### config.mk
export PLATFORM = sky130hd
export DESIGN_NAME = epoch_seconds_to_calendar_top
export DESIGN_NICKNAME = d
export VERILOG_FILES = /design/src/e2c_pkg.sv /design/src/e2c_tod.sv /design/src/e2c_date.sv /design/src/epoch_seconds_to_calendar_top.sv
export SDC_FILE = /design/constraint.sdc
export NUM_CORES = 2
export LEC_CHECK = 0
export ABC_AREA = 1
export BUFFER_PORTS_ARGS = -buffer_cell sky130_fd_sc_hd__buf_2
export CAP_MARGIN = 20
export CORE_MARGIN = 10
export CORE_UTILIZATION = 60
export DETAILED_ROUTE_END_ITERATION = 10
export PLACE_DENSITY = 0.72
export REMOVE_ABC_BUFFERS = 1
export SYNTH_ARGS = -nofsm -noshare
export SYNTH_HDL_FRONTEND = slang
export SYNTH_SLANG_ARGS = --single-unit
### constraint.sdc
create_clock -name clk -period 7.7 [get_ports clk]
set_input_delay 0.77 -clock clk [delete_from_list [all_inputs] [get_ports clk]]
set_output_delay 0.77 -clock clk [all_outputs]
set_load 0.01 [all_outputs]
### src/e2c_pkg.sv
// Shared types and constants for the epoch-seconds to calendar converter.
// Holds the reciprocal constants for every divide-by-constant in the datapath.
// No dependencies; imported by every module in src.
package e2c_pkg;

    // Configuration of the conversion
    localparam int BASE_YEAR     = 1970;
    localparam int SECONDS_WIDTH = 32;
    localparam int IN_W          = 32;

    // Result field widths
    localparam int SEC_W   = 6;
    localparam int MIN_W   = 6;
    localparam int HOUR_W  = 5;
    localparam int DAY_W   = 5;
    localparam int MONTH_W = 4;
    localparam int YEAR_W  = 12;

    // Pipeline depths of the sub-blocks
    localparam int TOD_STAGES  = 4;
    localparam int DATE_STAGES = 9;
    localparam int TOD_ALIGN   = DATE_STAGES - TOD_STAGES;

    // Every divide below is q = (x * M) >> K, with K = width(x) + clog2(d)
    // and M = ceil(2^K / d); exact for every x of that width.

    // Seconds to whole days: 86400 = 128 * 675
    localparam int SECS_PER_DAY = 86400;
    localparam int DAY_SHIFT    = 7;
    localparam int DAY_ODD      = 675;
    localparam int XD_W         = SECONDS_WIDTH - DAY_SHIFT;
    localparam int KD           = XD_W + $clog2(DAY_ODD);
    localparam int MD_W         = XD_W + 1;
    localparam int PD_W         = XD_W + MD_W;
    localparam int DAYS_W       = PD_W - KD;
    localparam longint unsigned MD = ((64'd1 << KD) + DAY_ODD - 1) / DAY_ODD;

    // Time of day
    localparam int TOD_W     = 17;
    localparam int SECS_PER_HOUR = 3600;
    localparam int SECS_PER_MIN  = 60;
    localparam int HR_SHIFT  = 4;
    localparam int HR_ODD    = 225;
    localparam int XH_W      = TOD_W - HR_SHIFT;
    localparam int KH        = XH_W + $clog2(HR_ODD);
    localparam int MH_W      = XH_W + 1;
    localparam int PH_W      = XH_W + MH_W;
    localparam longint unsigned MH = ((64'd1 << KH) + HR_ODD - 1) / HR_ODD;
    localparam int REM_W     = 12;
    localparam int MN_SHIFT  = 2;
    localparam int MN_ODD    = 15;
    localparam int XM_W      = REM_W - MN_SHIFT;
    localparam int KM        = XM_W + $clog2(MN_ODD);
    localparam int MM_W      = XM_W + 1;
    localparam int PM_W      = XM_W + MM_W;
    localparam longint unsigned MM = ((64'd1 << KM) + MN_ODD - 1) / MN_ODD;

    // Day count shifted so that day 0 is 1 March of year 0
    localparam int PRIOR_YEAR   = BASE_YEAR - 1;
    localparam int EPOCH_OFFSET = PRIOR_YEAR * 365 + PRIOR_YEAR / 4 - PRIOR_YEAR / 100
                                  + PRIOR_YEAR / 400 + 306;
    localparam int Z_W          = $clog2(EPOCH_OFFSET + (1 << DAYS_W));

    // 400-year eras
    localparam int DAYS_PER_ERA  = 146097;
    localparam int YEARS_PER_ERA = 400;
    localparam int KE            = Z_W + $clog2(DAYS_PER_ERA);
    localparam int ME_W          = Z_W + 1;
    localparam int PE_W          = Z_W + ME_W;
    localparam int ERA_W         = PE_W - KE;
    localparam longint unsigned ME = ((64'd1 << KE) + DAYS_PER_ERA - 1) / DAYS_PER_ERA;

    // Day of era to year of era
    localparam int DOE_W      = 18;
    localparam int DOE_LAST   = DAYS_PER_ERA - 1;
    localparam int DAYS_4Y    = 1460;
    localparam int DAYS_100Y  = 36524;
    localparam int K4         = DOE_W + $clog2(DAYS_4Y);
    localparam int M4_W       = DOE_W + 1;
    localparam int P4_W       = DOE_W + M4_W;
    localparam int Q4_W       = P4_W - K4;
    localparam longint unsigned M4 = ((64'd1 << K4) + DAYS_4Y - 1) / DAYS_4Y;
    localparam int K100       = DOE_W + $clog2(DAYS_100Y);
    localparam int M100_W     = DOE_W + 1;
    localparam int P100_W     = DOE_W + M100_W;
    localparam int Q100_W     = P100_W - K100;
    localparam longint unsigned M100 = ((64'd1 << K100) + DAYS_100Y - 1) / DAYS_100Y;
    localparam int DAYS_1Y    = 365;
    localparam int KY         = DOE_W + $clog2(DAYS_1Y);
    localparam int MY_W       = DOE_W + 1;
    localparam int PY_W       = DOE_W + MY_W;
    localparam longint unsigned MY = ((64'd1 << KY) + DAYS_1Y - 1) / DAYS_1Y;
    localparam int YOE_W      = 9;

    // Year of era to century count
    localparam int YEARS_100 = 100;
    localparam int KC        = YOE_W + $clog2(YEARS_100);
    localparam int MC_W      = YOE_W + 1;
    localparam int PC_W      = YOE_W + MC_W;
    localparam int CENT_W    = PC_W - KC;
    localparam longint unsigned MC = ((64'd1 << KC) + YEARS_100 - 1) / YEARS_100;

    // Day of year to March-based month: mp = (5*doy + 2) / 153
    localparam int DOY_W     = 9;
    localparam int XP_W      = DOY_W + 2;
    localparam int MP_DIV    = 153;
    localparam int KP        = XP_W + $clog2(MP_DIV);
    localparam int MPM_W     = XP_W + 1;
    localparam int PP_W      = XP_W + MPM_W;
    localparam int MP_W      = 4;
    localparam longint unsigned MP = ((64'd1 << KP) + MP_DIV - 1) / MP_DIV;
    localparam int JAN_MP    = 10;

    // Absolute March-based year
    localparam int Y_W = ERA_W + YOE_W;

    typedef struct packed {
        logic [HOUR_W-1:0] hour;
        logic [MIN_W-1:0]  min;
        logic [SEC_W-1:0]  sec;
    } tod_t;

    typedef struct packed {
        logic [YEAR_W-1:0]  year;
        logic [MONTH_W-1:0] month;
        logic [DAY_W-1:0]   day;
    } date_t;

    // First day of year of each month, year starting in March
    function automatic logic [DOY_W-1:0] month_start(input logic [MP_W-1:0] mp);
        logic [DOY_W-1:0] start;
        case (mp)
            4'd0:    start = 9'd0;
            4'd1:    start = 9'd31;
            4'd2:    start = 9'd61;
            4'd3:    start = 9'd92;
            4'd4:    start = 9'd122;
            4'd5:    start = 9'd153;
            4'd6:    start = 9'd184;
            4'd7:    start = 9'd214;
            4'd8:    start = 9'd245;
            4'd9:    start = 9'd275;
            4'd10:   start = 9'd306;
            4'd11:   start = 9'd337;
            default: start = 9'd0;
        endcase
        return start;
    endfunction

endpackage

### src/e2c_tod.sv
// Time-of-day split: seconds within the day into hour, minute, second.
// Four register stages, no valid tracking (the top level carries it).
// Depends on e2c_pkg.
module e2c_tod
    import e2c_pkg::*;
(
    input  logic             clk,
    input  logic [TOD_W-1:0] tod,
    output tod_t             hms
);

    logic [TOD_W-1:0] s3_tod_reg;
    logic [PH_W-1:0]  s3_phr_reg;
    logic [PH_W-1:0]  s3_phr_next;
    logic [HOUR_W-1:0] s4_hour_reg;
    logic [HOUR_W-1:0] s4_hour_next;
    logic [REM_W-1:0] s4_rem_reg;
    logic [REM_W-1:0] s4_rem_next;
    logic [HOUR_W-1:0] s5_hour_reg;
    logic [REM_W-1:0] s5_rem_reg;
    logic [PM_W-1:0]  s5_pmin_reg;
    logic [PM_W-1:0]  s5_pmin_next;
    logic [MIN_W-1:0] s6_min_next;
    tod_t             hms_reg;
    tod_t             hms_next;

    // Hour quotient by reciprocal of 225 on tod / 16
    assign s3_phr_next = PH_W'(tod >> HR_SHIFT) * PH_W'(MH);

    // Hour and seconds left in the hour
    assign s4_hour_next = HOUR_W'(s3_phr_reg >> KH);
    assign s4_rem_next  = REM_W'(s3_tod_reg - TOD_W'(TOD_W'(s4_hour_next) * TOD_W'(SECS_PER_HOUR)));

    // Minute quotient by reciprocal of 15 on rem / 4
    assign s5_pmin_next = PM_W'(s4_rem_reg >> MN_SHIFT) * PM_W'(MM);

    // Minute and second
    assign s6_min_next = MIN_W'(s5_pmin_reg >> KM);
    always_comb
    begin
        hms_next.hour = s5_hour_reg;
        hms_next.min  = s6_min_next;
        hms_next.sec  = SEC_W'(s5_rem_reg - REM_W'(REM_W'(s6_min_next) * REM_W'(SECS_PER_MIN)));
    end

    always_ff @(posedge clk)
    begin
        s3_tod_reg  <= tod;
        s3_phr_reg  <= s3_phr_next;
        s4_hour_reg <= s4_hour_next;
        s4_rem_reg  <= s4_rem_next;
        s5_hour_reg <= s4_hour_reg;
        s5_rem_reg  <= s4_rem_reg;
        s5_pmin_reg <= s5_pmin_next;
        hms_reg     <= hms_next;
    end

    assign hms = hms_reg;

endmodule

### src/e2c_date.sv
// Day count to Gregorian date (year, month, day), nine register stages.
// Era / year-of-era / day-of-year decomposition with March-based years.
// Depends on e2c_pkg.
module e2c_date
    import e2c_pkg::*;
(
    input  logic              clk,
    input  logic              rst_n,
    input  logic              in_valid,
    input  logic [DAYS_W-1:0] days,
    output logic              out_valid,
    output date_t             date
);

    logic [DATE_STAGES-1:0] valid_reg;

    // stage 3
    logic [Z_W-1:0]   s3_z_reg;
    logic [Z_W-1:0]   s3_z_next;
    logic [PE_W-1:0]  s3_pera_reg;
    logic [PE_W-1:0]  s3_pera_next;
    // stage 4
    logic [ERA_W-1:0] s4_era_reg;
    logic [ERA_W-1:0] s4_era_next;
    logic [DOE_W-1:0] s4_doe_reg;
    logic [DOE_W-1:0] s4_doe_next;
    // stage 5
    logic [ERA_W-1:0] s5_era_reg;
    logic [DOE_W-1:0] s5_doe_reg;
    logic [P4_W-1:0]  s5_p4_reg;
    logic [P4_W-1:0]  s5_p4_next;
    logic [P100_W-1:0] s5_p100_reg;
    logic [P100_W-1:0] s5_p100_next;
    // stage 6
    logic [ERA_W-1:0] s6_era_reg;
    logic [DOE_W-1:0] s6_doe_reg;
    logic [DOE_W-1:0] s6_t_reg;
    logic [DOE_W-1:0] s6_t_next;
    // stage 7
    logic [ERA_W-1:0] s7_era_reg;
    logic [DOE_W-1:0] s7_doe_reg;
    logic [PY_W-1:0]  s7_py_reg;
    logic [PY_W-1:0]  s7_py_next;
    // stage 8
    logic [ERA_W-1:0] s8_era_reg;
    logic [DOE_W-1:0] s8_doe_reg;
    logic [YOE_W-1:0] s8_yoe_reg;
    logic [YOE_W-1:0] s8_yoe_next;
    logic [PC_W-1:0]  s8_pc_reg;
    logic [PC_W-1:0]  s8_pc_next;
    // stage 9
    logic [DOY_W-1:0] s9_doy_reg;
    logic [DOY_W-1:0] s9_doy_next;
    logic [Y_W-1:0]   s9_y_reg;
    logic [Y_W-1:0]   s9_y_next;
    logic [CENT_W-1:0] s9_cent;
    // stage 10
    logic [DOY_W-1:0] s10_doy_reg;
    logic [Y_W-1:0]   s10_y_reg;
    logic [PP_W-1:0]  s10_pmp_reg;
    logic [PP_W-1:0]  s10_pmp_next;
    // stage 11
    logic [MP_W-1:0]  s11_mp;
    date_t            date_reg;
    date_t            date_next;

    // Shift to March-based day count, start era quotient
    assign s3_z_next    = Z_W'(days) + Z_W'(EPOCH_OFFSET);
    assign s3_pera_next = PE_W'(s3_z_next) * PE_W'(ME);

    // Era and day of era
    assign s4_era_next = ERA_W'(s3_pera_reg >> KE);
    assign s4_doe_next = DOE_W'(s3_z_reg - Z_W'(Z_W'(s4_era_next) * Z_W'(DAYS_PER_ERA)));

    // Leap-day corrections: doe / 1460 and doe / 36524
    assign s5_p4_next   = P4_W'(s4_doe_reg) * P4_W'(M4);
    assign s5_p100_next = P100_W'(s4_doe_reg) * P100_W'(M100);

    // Day of era with leap days taken out
    assign s6_t_next = s5_doe_reg - DOE_W'(Q4_W'(s5_p4_reg >> K4))
                       + DOE_W'(Q100_W'(s5_p100_reg >> K100))
                       - DOE_W'(s5_doe_reg == DOE_W'(DOE_LAST));

    // Year of era quotient
    assign s7_py_next = PY_W'(s6_t_reg) * PY_W'(MY);

    // Year of era and its century count
    assign s8_yoe_next = YOE_W'(s7_py_reg >> KY);
    assign s8_pc_next  = PC_W'(s8_yoe_next) * PC_W'(MC);

    // Day of year and absolute year
    assign s9_cent     = CENT_W'(s8_pc_reg >> KC);
    assign s9_doy_next = DOY_W'(s8_doe_reg - (DOE_W'(DOE_W'(s8_yoe_reg) * DOE_W'(DAYS_1Y))
                         + DOE_W'(s8_yoe_reg >> 2) - DOE_W'(s9_cent)));
    assign s9_y_next   = Y_W'(Y_W'(s8_era_reg) * Y_W'(YEARS_PER_ERA)) + Y_W'(s8_yoe_reg);

    // March-based month quotient
    assign s10_pmp_next = PP_W'(XP_W'(XP_W'(s9_doy_reg) * XP_W'(5)) + XP_W'(2)) * PP_W'(MP);

    // Final month, day, January/February roll into the next year
    assign s11_mp = MP_W'(s10_pmp_reg >> KP);
    always_comb
    begin
        date_next.day   = DAY_W'(s10_doy_reg - month_start(s11_mp) + DOY_W'(1));
        date_next.month = (s11_mp < MP_W'(JAN_MP)) ? MONTH_W'(s11_mp + MP_W'(3))
                                                    : MONTH_W'(s11_mp - MP_W'(9));
        date_next.year  = YEAR_W'(s10_y_reg) + YEAR_W'(s11_mp >= MP_W'(JAN_MP));
    end

    // Valid bits
    always_ff @(posedge clk or negedge rst_n)
    begin
        if (!rst_n)
        begin
            valid_reg <= '0;
        end
        else
        begin
            valid_reg <= {valid_reg[DATE_STAGES-2:0], in_valid};
        end
    end

    // Datapath
    always_ff @(posedge clk)
    begin
        s3_z_reg    <= s3_z_next;
        s3_pera_reg <= s3_pera_next;
        s4_era_reg  <= s4_era_next;
        s4_doe_reg  <= s4_doe_next;
        s5_era_reg  <= s4_era_reg;
        s5_doe_reg  <= s4_doe_reg;
        s5_p4_reg   <= s5_p4_next;
        s5_p100_reg <= s5_p100_next;
        s6_era_reg  <= s5_era_reg;
        s6_doe_reg  <= s5_doe_reg;
        s6_t_reg    <= s6_t_next;
        s7_era_reg  <= s6_era_reg;
        s7_doe_reg  <= s6_doe_reg;
        s7_py_reg   <= s7_py_next;
        s8_era_reg  <= s7_era_reg;
        s8_doe_reg  <= s7_doe_reg;
        s8_yoe_reg  <= s8_yoe_next;
        s8_pc_reg   <= s8_pc_next;
        s9_doy_reg  <= s9_doy_next;
        s9_y_reg    <= s9_y_next;
        s10_doy_reg <= s9_doy_reg;
        s10_y_reg   <= s9_y_reg;
        s10_pmp_reg <= s10_pmp_next;
        date_reg    <= date_next;
    end

    assign out_valid = valid_reg[DATE_STAGES-1];
    assign date      = date_reg;

endmodule

### src/epoch_seconds_to_calendar_top.sv
// Epoch seconds to Gregorian civil date and time, fully pipelined.
// done is the valid bit carried through the day-split registers and the date
// pipeline; the depth is set by the chain of reciprocal multiplies in the date path.
// Throughput: one transaction every cycle; busy is always low.
// Reset (rst_n, async, active low) clears the valid pipeline; nothing else.
// Depends on e2c_pkg, e2c_tod, e2c_date.
module epoch_seconds_to_calendar_top
    import e2c_pkg::*;
(
    input  logic               clk,
    input  logic               rst_n,
    input  logic               start,
    output logic               busy,
    input  logic [IN_W-1:0]    epoch_seconds,
    output logic               done,
    output logic [SEC_W-1:0]   second_of_minute,
    output logic [MIN_W-1:0]   minute_of_hour,
    output logic [HOUR_W-1:0]  hour_of_day,
    output logic [DAY_W-1:0]   day_of_month,
    output logic [MONTH_W-1:0] month_of_year,
    output logic [YEAR_W-1:0]  calendar_year
);

    logic                     s1_valid_reg;
    logic                     s2_valid_reg;
    logic [SECONDS_WIDTH-1:0] s1_secs_reg;
    logic [SECONDS_WIDTH-1:0] s1_secs_next;
    logic [PD_W-1:0]          s1_pday_reg;
    logic [PD_W-1:0]          s1_pday_next;
    logic [DAYS_W-1:0]        s2_days_reg;
    logic [DAYS_W-1:0]        s2_days_next;
    logic [TOD_W-1:0]         s2_tod_reg;
    logic [TOD_W-1:0]         s2_tod_next;
    tod_t                     hms;
    tod_t                     hms_pipe_reg [TOD_ALIGN];
    date_t                    date;
    logic                     date_valid;

    // Never stalls
    assign busy = 1'b0;

    // Day quotient by reciprocal of 675 on secs / 128
    assign s1_secs_next = SECONDS_WIDTH'(epoch_seconds);
    assign s1_pday_next = PD_W'(s1_secs_next >> DAY_SHIFT) * PD_W'(MD);

    // Whole days and seconds within the day
    assign s2_days_next = DAYS_W'(s1_pday_reg >> KD);
    assign s2_tod_next  = TOD_W'(s1_secs_reg - SECONDS_WIDTH'(SECONDS_WIDTH'(s2_days_next)
                          * SECONDS_WIDTH'(SECS_PER_DAY)));

    always_ff @(posedge clk or negedge rst_n)
    begin
        if (!rst_n)
        begin
            s1_valid_reg <= 1'b0;
            s2_valid_reg <= 1'b0;
        end
        else
        begin
            s1_valid_reg <= start && !busy;
            s2_valid_reg <= s1_valid_reg;
        end
    end

    always_ff @(posedge clk)
    begin
        s1_secs_reg <= s1_secs_next;
        s1_pday_reg <= s1_pday_next;
        s2_days_reg <= s2_days_next;
        s2_tod_reg  <= s2_tod_next;
    end

    e2c_tod u_tod (
        .clk (clk),
        .tod (s2_tod_reg),
        .hms (hms)
    );

    e2c_date u_date (
        .clk       (clk),
        .rst_n     (rst_n),
        .in_valid  (s2_valid_reg),
        .days      (s2_days_reg),
        .out_valid (date_valid),
        .date      (date)
    );

    // Hold time of day until the date path catches up
    always_ff @(posedge clk)
    begin
        hms_pipe_reg[0] <= hms;
        for (int i = 1; i < TOD_ALIGN; i++)
        begin
            hms_pipe_reg[i] <= hms_pipe_reg[i-1];
        end
    end

    // Result transaction
    assign done             = date_valid;
    assign second_of_minute = hms_pipe_reg[TOD_ALIGN-1].sec;
    assign minute_of_hour   = hms_pipe_reg[TOD_ALIGN-1].min;
    assign hour_of_day      = hms_pipe_reg[TOD_ALIGN-1].hour;
    assign day_of_month     = date.day;
    assign month_of_year    = date.month;
    assign calendar_year    = date.year;

endmodule
==> impl_metrics.ini <==
[critical_path]
r2r_slack_ns = 1.13
rr_worst_depth = 32
max_stage_delay_ns = 0.56
path_class = flop to flop
worst_path_max_delay_cell = inv_1
crit_path_start = s2_days_reg[2]$_DFF_P_
reg2reg_to = u_date.s3_pera_reg[39]$_DFF_P_
required_ns = 8.20
r2r_start = s2_days_reg[2]$_DFF_P_
end_kind = flop
cp_max_fo = 13
critPathMostFrequentCell = inv_1
cp_data_arrival_time_ns = 7.08
startpoint_type = flop

[synthesis]
synthCells = 5768
synthArstFlopShare = 0.0247
synth_area_leader_cell = ha_1
synth_edf_count = 0
yosys.area.top_type_share = 0.289
syn_area_um2 = 54800
synthDistinctLibCells = 48
ys_ff_latch = 446
synth.area.top_cells = ha_1, fa_1, dfxtp_1
ys.flop_type = dfxtp_1
avgSynthCellArea_um2 = 9.50
yosys_warnings = 0
ys_seq_area_frac = 0.164

[grt]
grt_first_pass_wirelength_um = 204000
grt_overflow = 0
antenna_found_initial = 2
grtUsageTotal = 0.247
grt_max_degree = 16
grt_pass1_vias = 40105

[drt]
detail-route-antenna-nets = 0
dr.pass1.iters = 5
viasPerCell = 5.24
avgRoutedWirePerCell_um = 17.3
drt_wl_total_um = 123000
drc = 0
dr.first_iter.drc_count = 1868
num_vias = 37367

[clock_tree]
clk_pin_slew_ns = 0.06
post_cts_resize_count = 0
cts_buffer_depth = 3
clkSinkCount = 446
clk_latency_ns = 0.65
cts_root_buf = clkbuf_16
cts_buffers = 50
h-tree-depth = 2
post-cts-setup-buffers = 0
cts_tree = yes

[cells_and_area]
final_common_cell = inv_1
syn2layout_area_growth_pct = 6.70
largest_register_ffs = 85
instances_no_fill = 7126
final_cell_mix = inv_1, ha_1, fa_1
nets = 7957
drive_above_1_share = 0.0366
num_antenna_cells = 0
finalCoreUtilization = 0.648

[floorplanning]
chipHeight_um = 322
row_count = 110
die_x_um = 322
dieArea_um2 = 104000
pin_count = 75
start_util = 0.607
core_um2 = 90300

[sta]
worst_slack_ns = 1.13
timing_hold_violations_final = 0
post-route-period-util = 0.853
max_slew_margin = 0.349
fin_worst_skew_ns = 0.0338
rsz0062_at_grt = false
worst_pin_slew_ns = 0.974
fin_setup_tns_ns = 0
period_minus_slack_ns = 6.57
final-setup-viol-count = 0
fmax_ghz = 0.152
drv_slew = 0

[hold_path]
hold_path_end = s1_secs_reg[1]$_DFF_P_
min_from = epoch_seconds[1]
hold_depth = 1
hold_class = input port to flop

[flow_run]
max_cap_viol_count = 0

[placement]
preCtsSetupSlack_ns = 1.10
port_buffers = 73
dp.cells = 7032
gp_congestion = 0.942
hpwl_um = 108000

[run_status]
status = completed
## cell type report
type,count,area (um^2)
sequential,446,8980
clock inverter,36,415
fill,7465,31800
multi-input combinational,3842,40200
timing repair buffer,90,495
tap,1176,1470
clock buffer,57,1300
inverter,1479,5550
## cells by family (layout without fill, tap and decap cells)
family,Yosys count,after routing,share of synthesized area
AO/OA/AOI/OAI,541,541,0.0543
XOR/XNOR,187,187,0.0299
adder cells (fa/ha/maj),2013,2013,0.562
buffers and inverters,1480,1662,0.101
flip-flops,446,446,0.164
other,1,1,0.0000684
AND/OR/NAND/NOR,1100,1100,0.0880
## repair_timing
action | in CTS | in global routing
hold endpoints to repair | 11 | 0
setup endpoints to repair | 0 | 0
hold buffers | 1 | 0
## worst max-delay path: cells and delay by family, from the launching register on
family	cells	cell delay, ns
buf+inv	10	1.30
simple gates	10	1.11
compound gates	4	0.47
flops	1	0.34
fa+ha+maj	8	3.21
## synthesized netlist by cell type, types with 3 or more instances
master	n
inv_2	4
nor2_4	3
nand4_1	46
dfrtp_1	11
a31oi_1	15
a21o_1	24
o21a_1	5
nand3_1	141
o21ai_0	150
a211oi_1	7
nand3_2	5
o211ai_1	12
ha_1	1264
nand2_4	8
xor2_1	122
nand3_4	3
inv_1	1474
o21ai_1	3
o31ai_1	6
nor4_1	19
nand2_2	8
fa_1	749
nand2_1	555
o21bai_1	17
or2_2	4
a21oi_1	280
nand3b_1	10
xnor2_1	65
nor3_1	48
o221ai_1	3
dfxtp_1	435
nor2_1	240
a21boi_0	10
## layer usage
metal	share of wire	track usage
met3	0.043	0.0317
met5	0	0
met1	0.43	0.312
met4	0.038	0.0880
met2	0.48	0.429
## worst max-delay path by stage
stage / end / cells after the start / slack (ns)
global route: flop / 30 / 0.53
global placement: flop / 24 / 1.08
CTS: u_date.s3_pera_reg[39]$_DFF_P_ / 32 / 1.07
detailed placement: flop / 24 / 1.10
floorplan: flop / 29 / 1.53
finish: u_date.s3_pera_reg[39]$_DFF_P_ / 32 / 1.13
## per-stage QoR
step	hold WS, ns	instance area (um^2)
CTS	0.185	58500
finish	0.222	58500
floorplan	0.310	54800
global placement	0.310	56700
global route	0.205	58500
detailed placement	0.312	56700
Power is left out: the tool's default activity adds up to more than one toggle a clock period on the data nets, which glitch-free logic cannot reach.
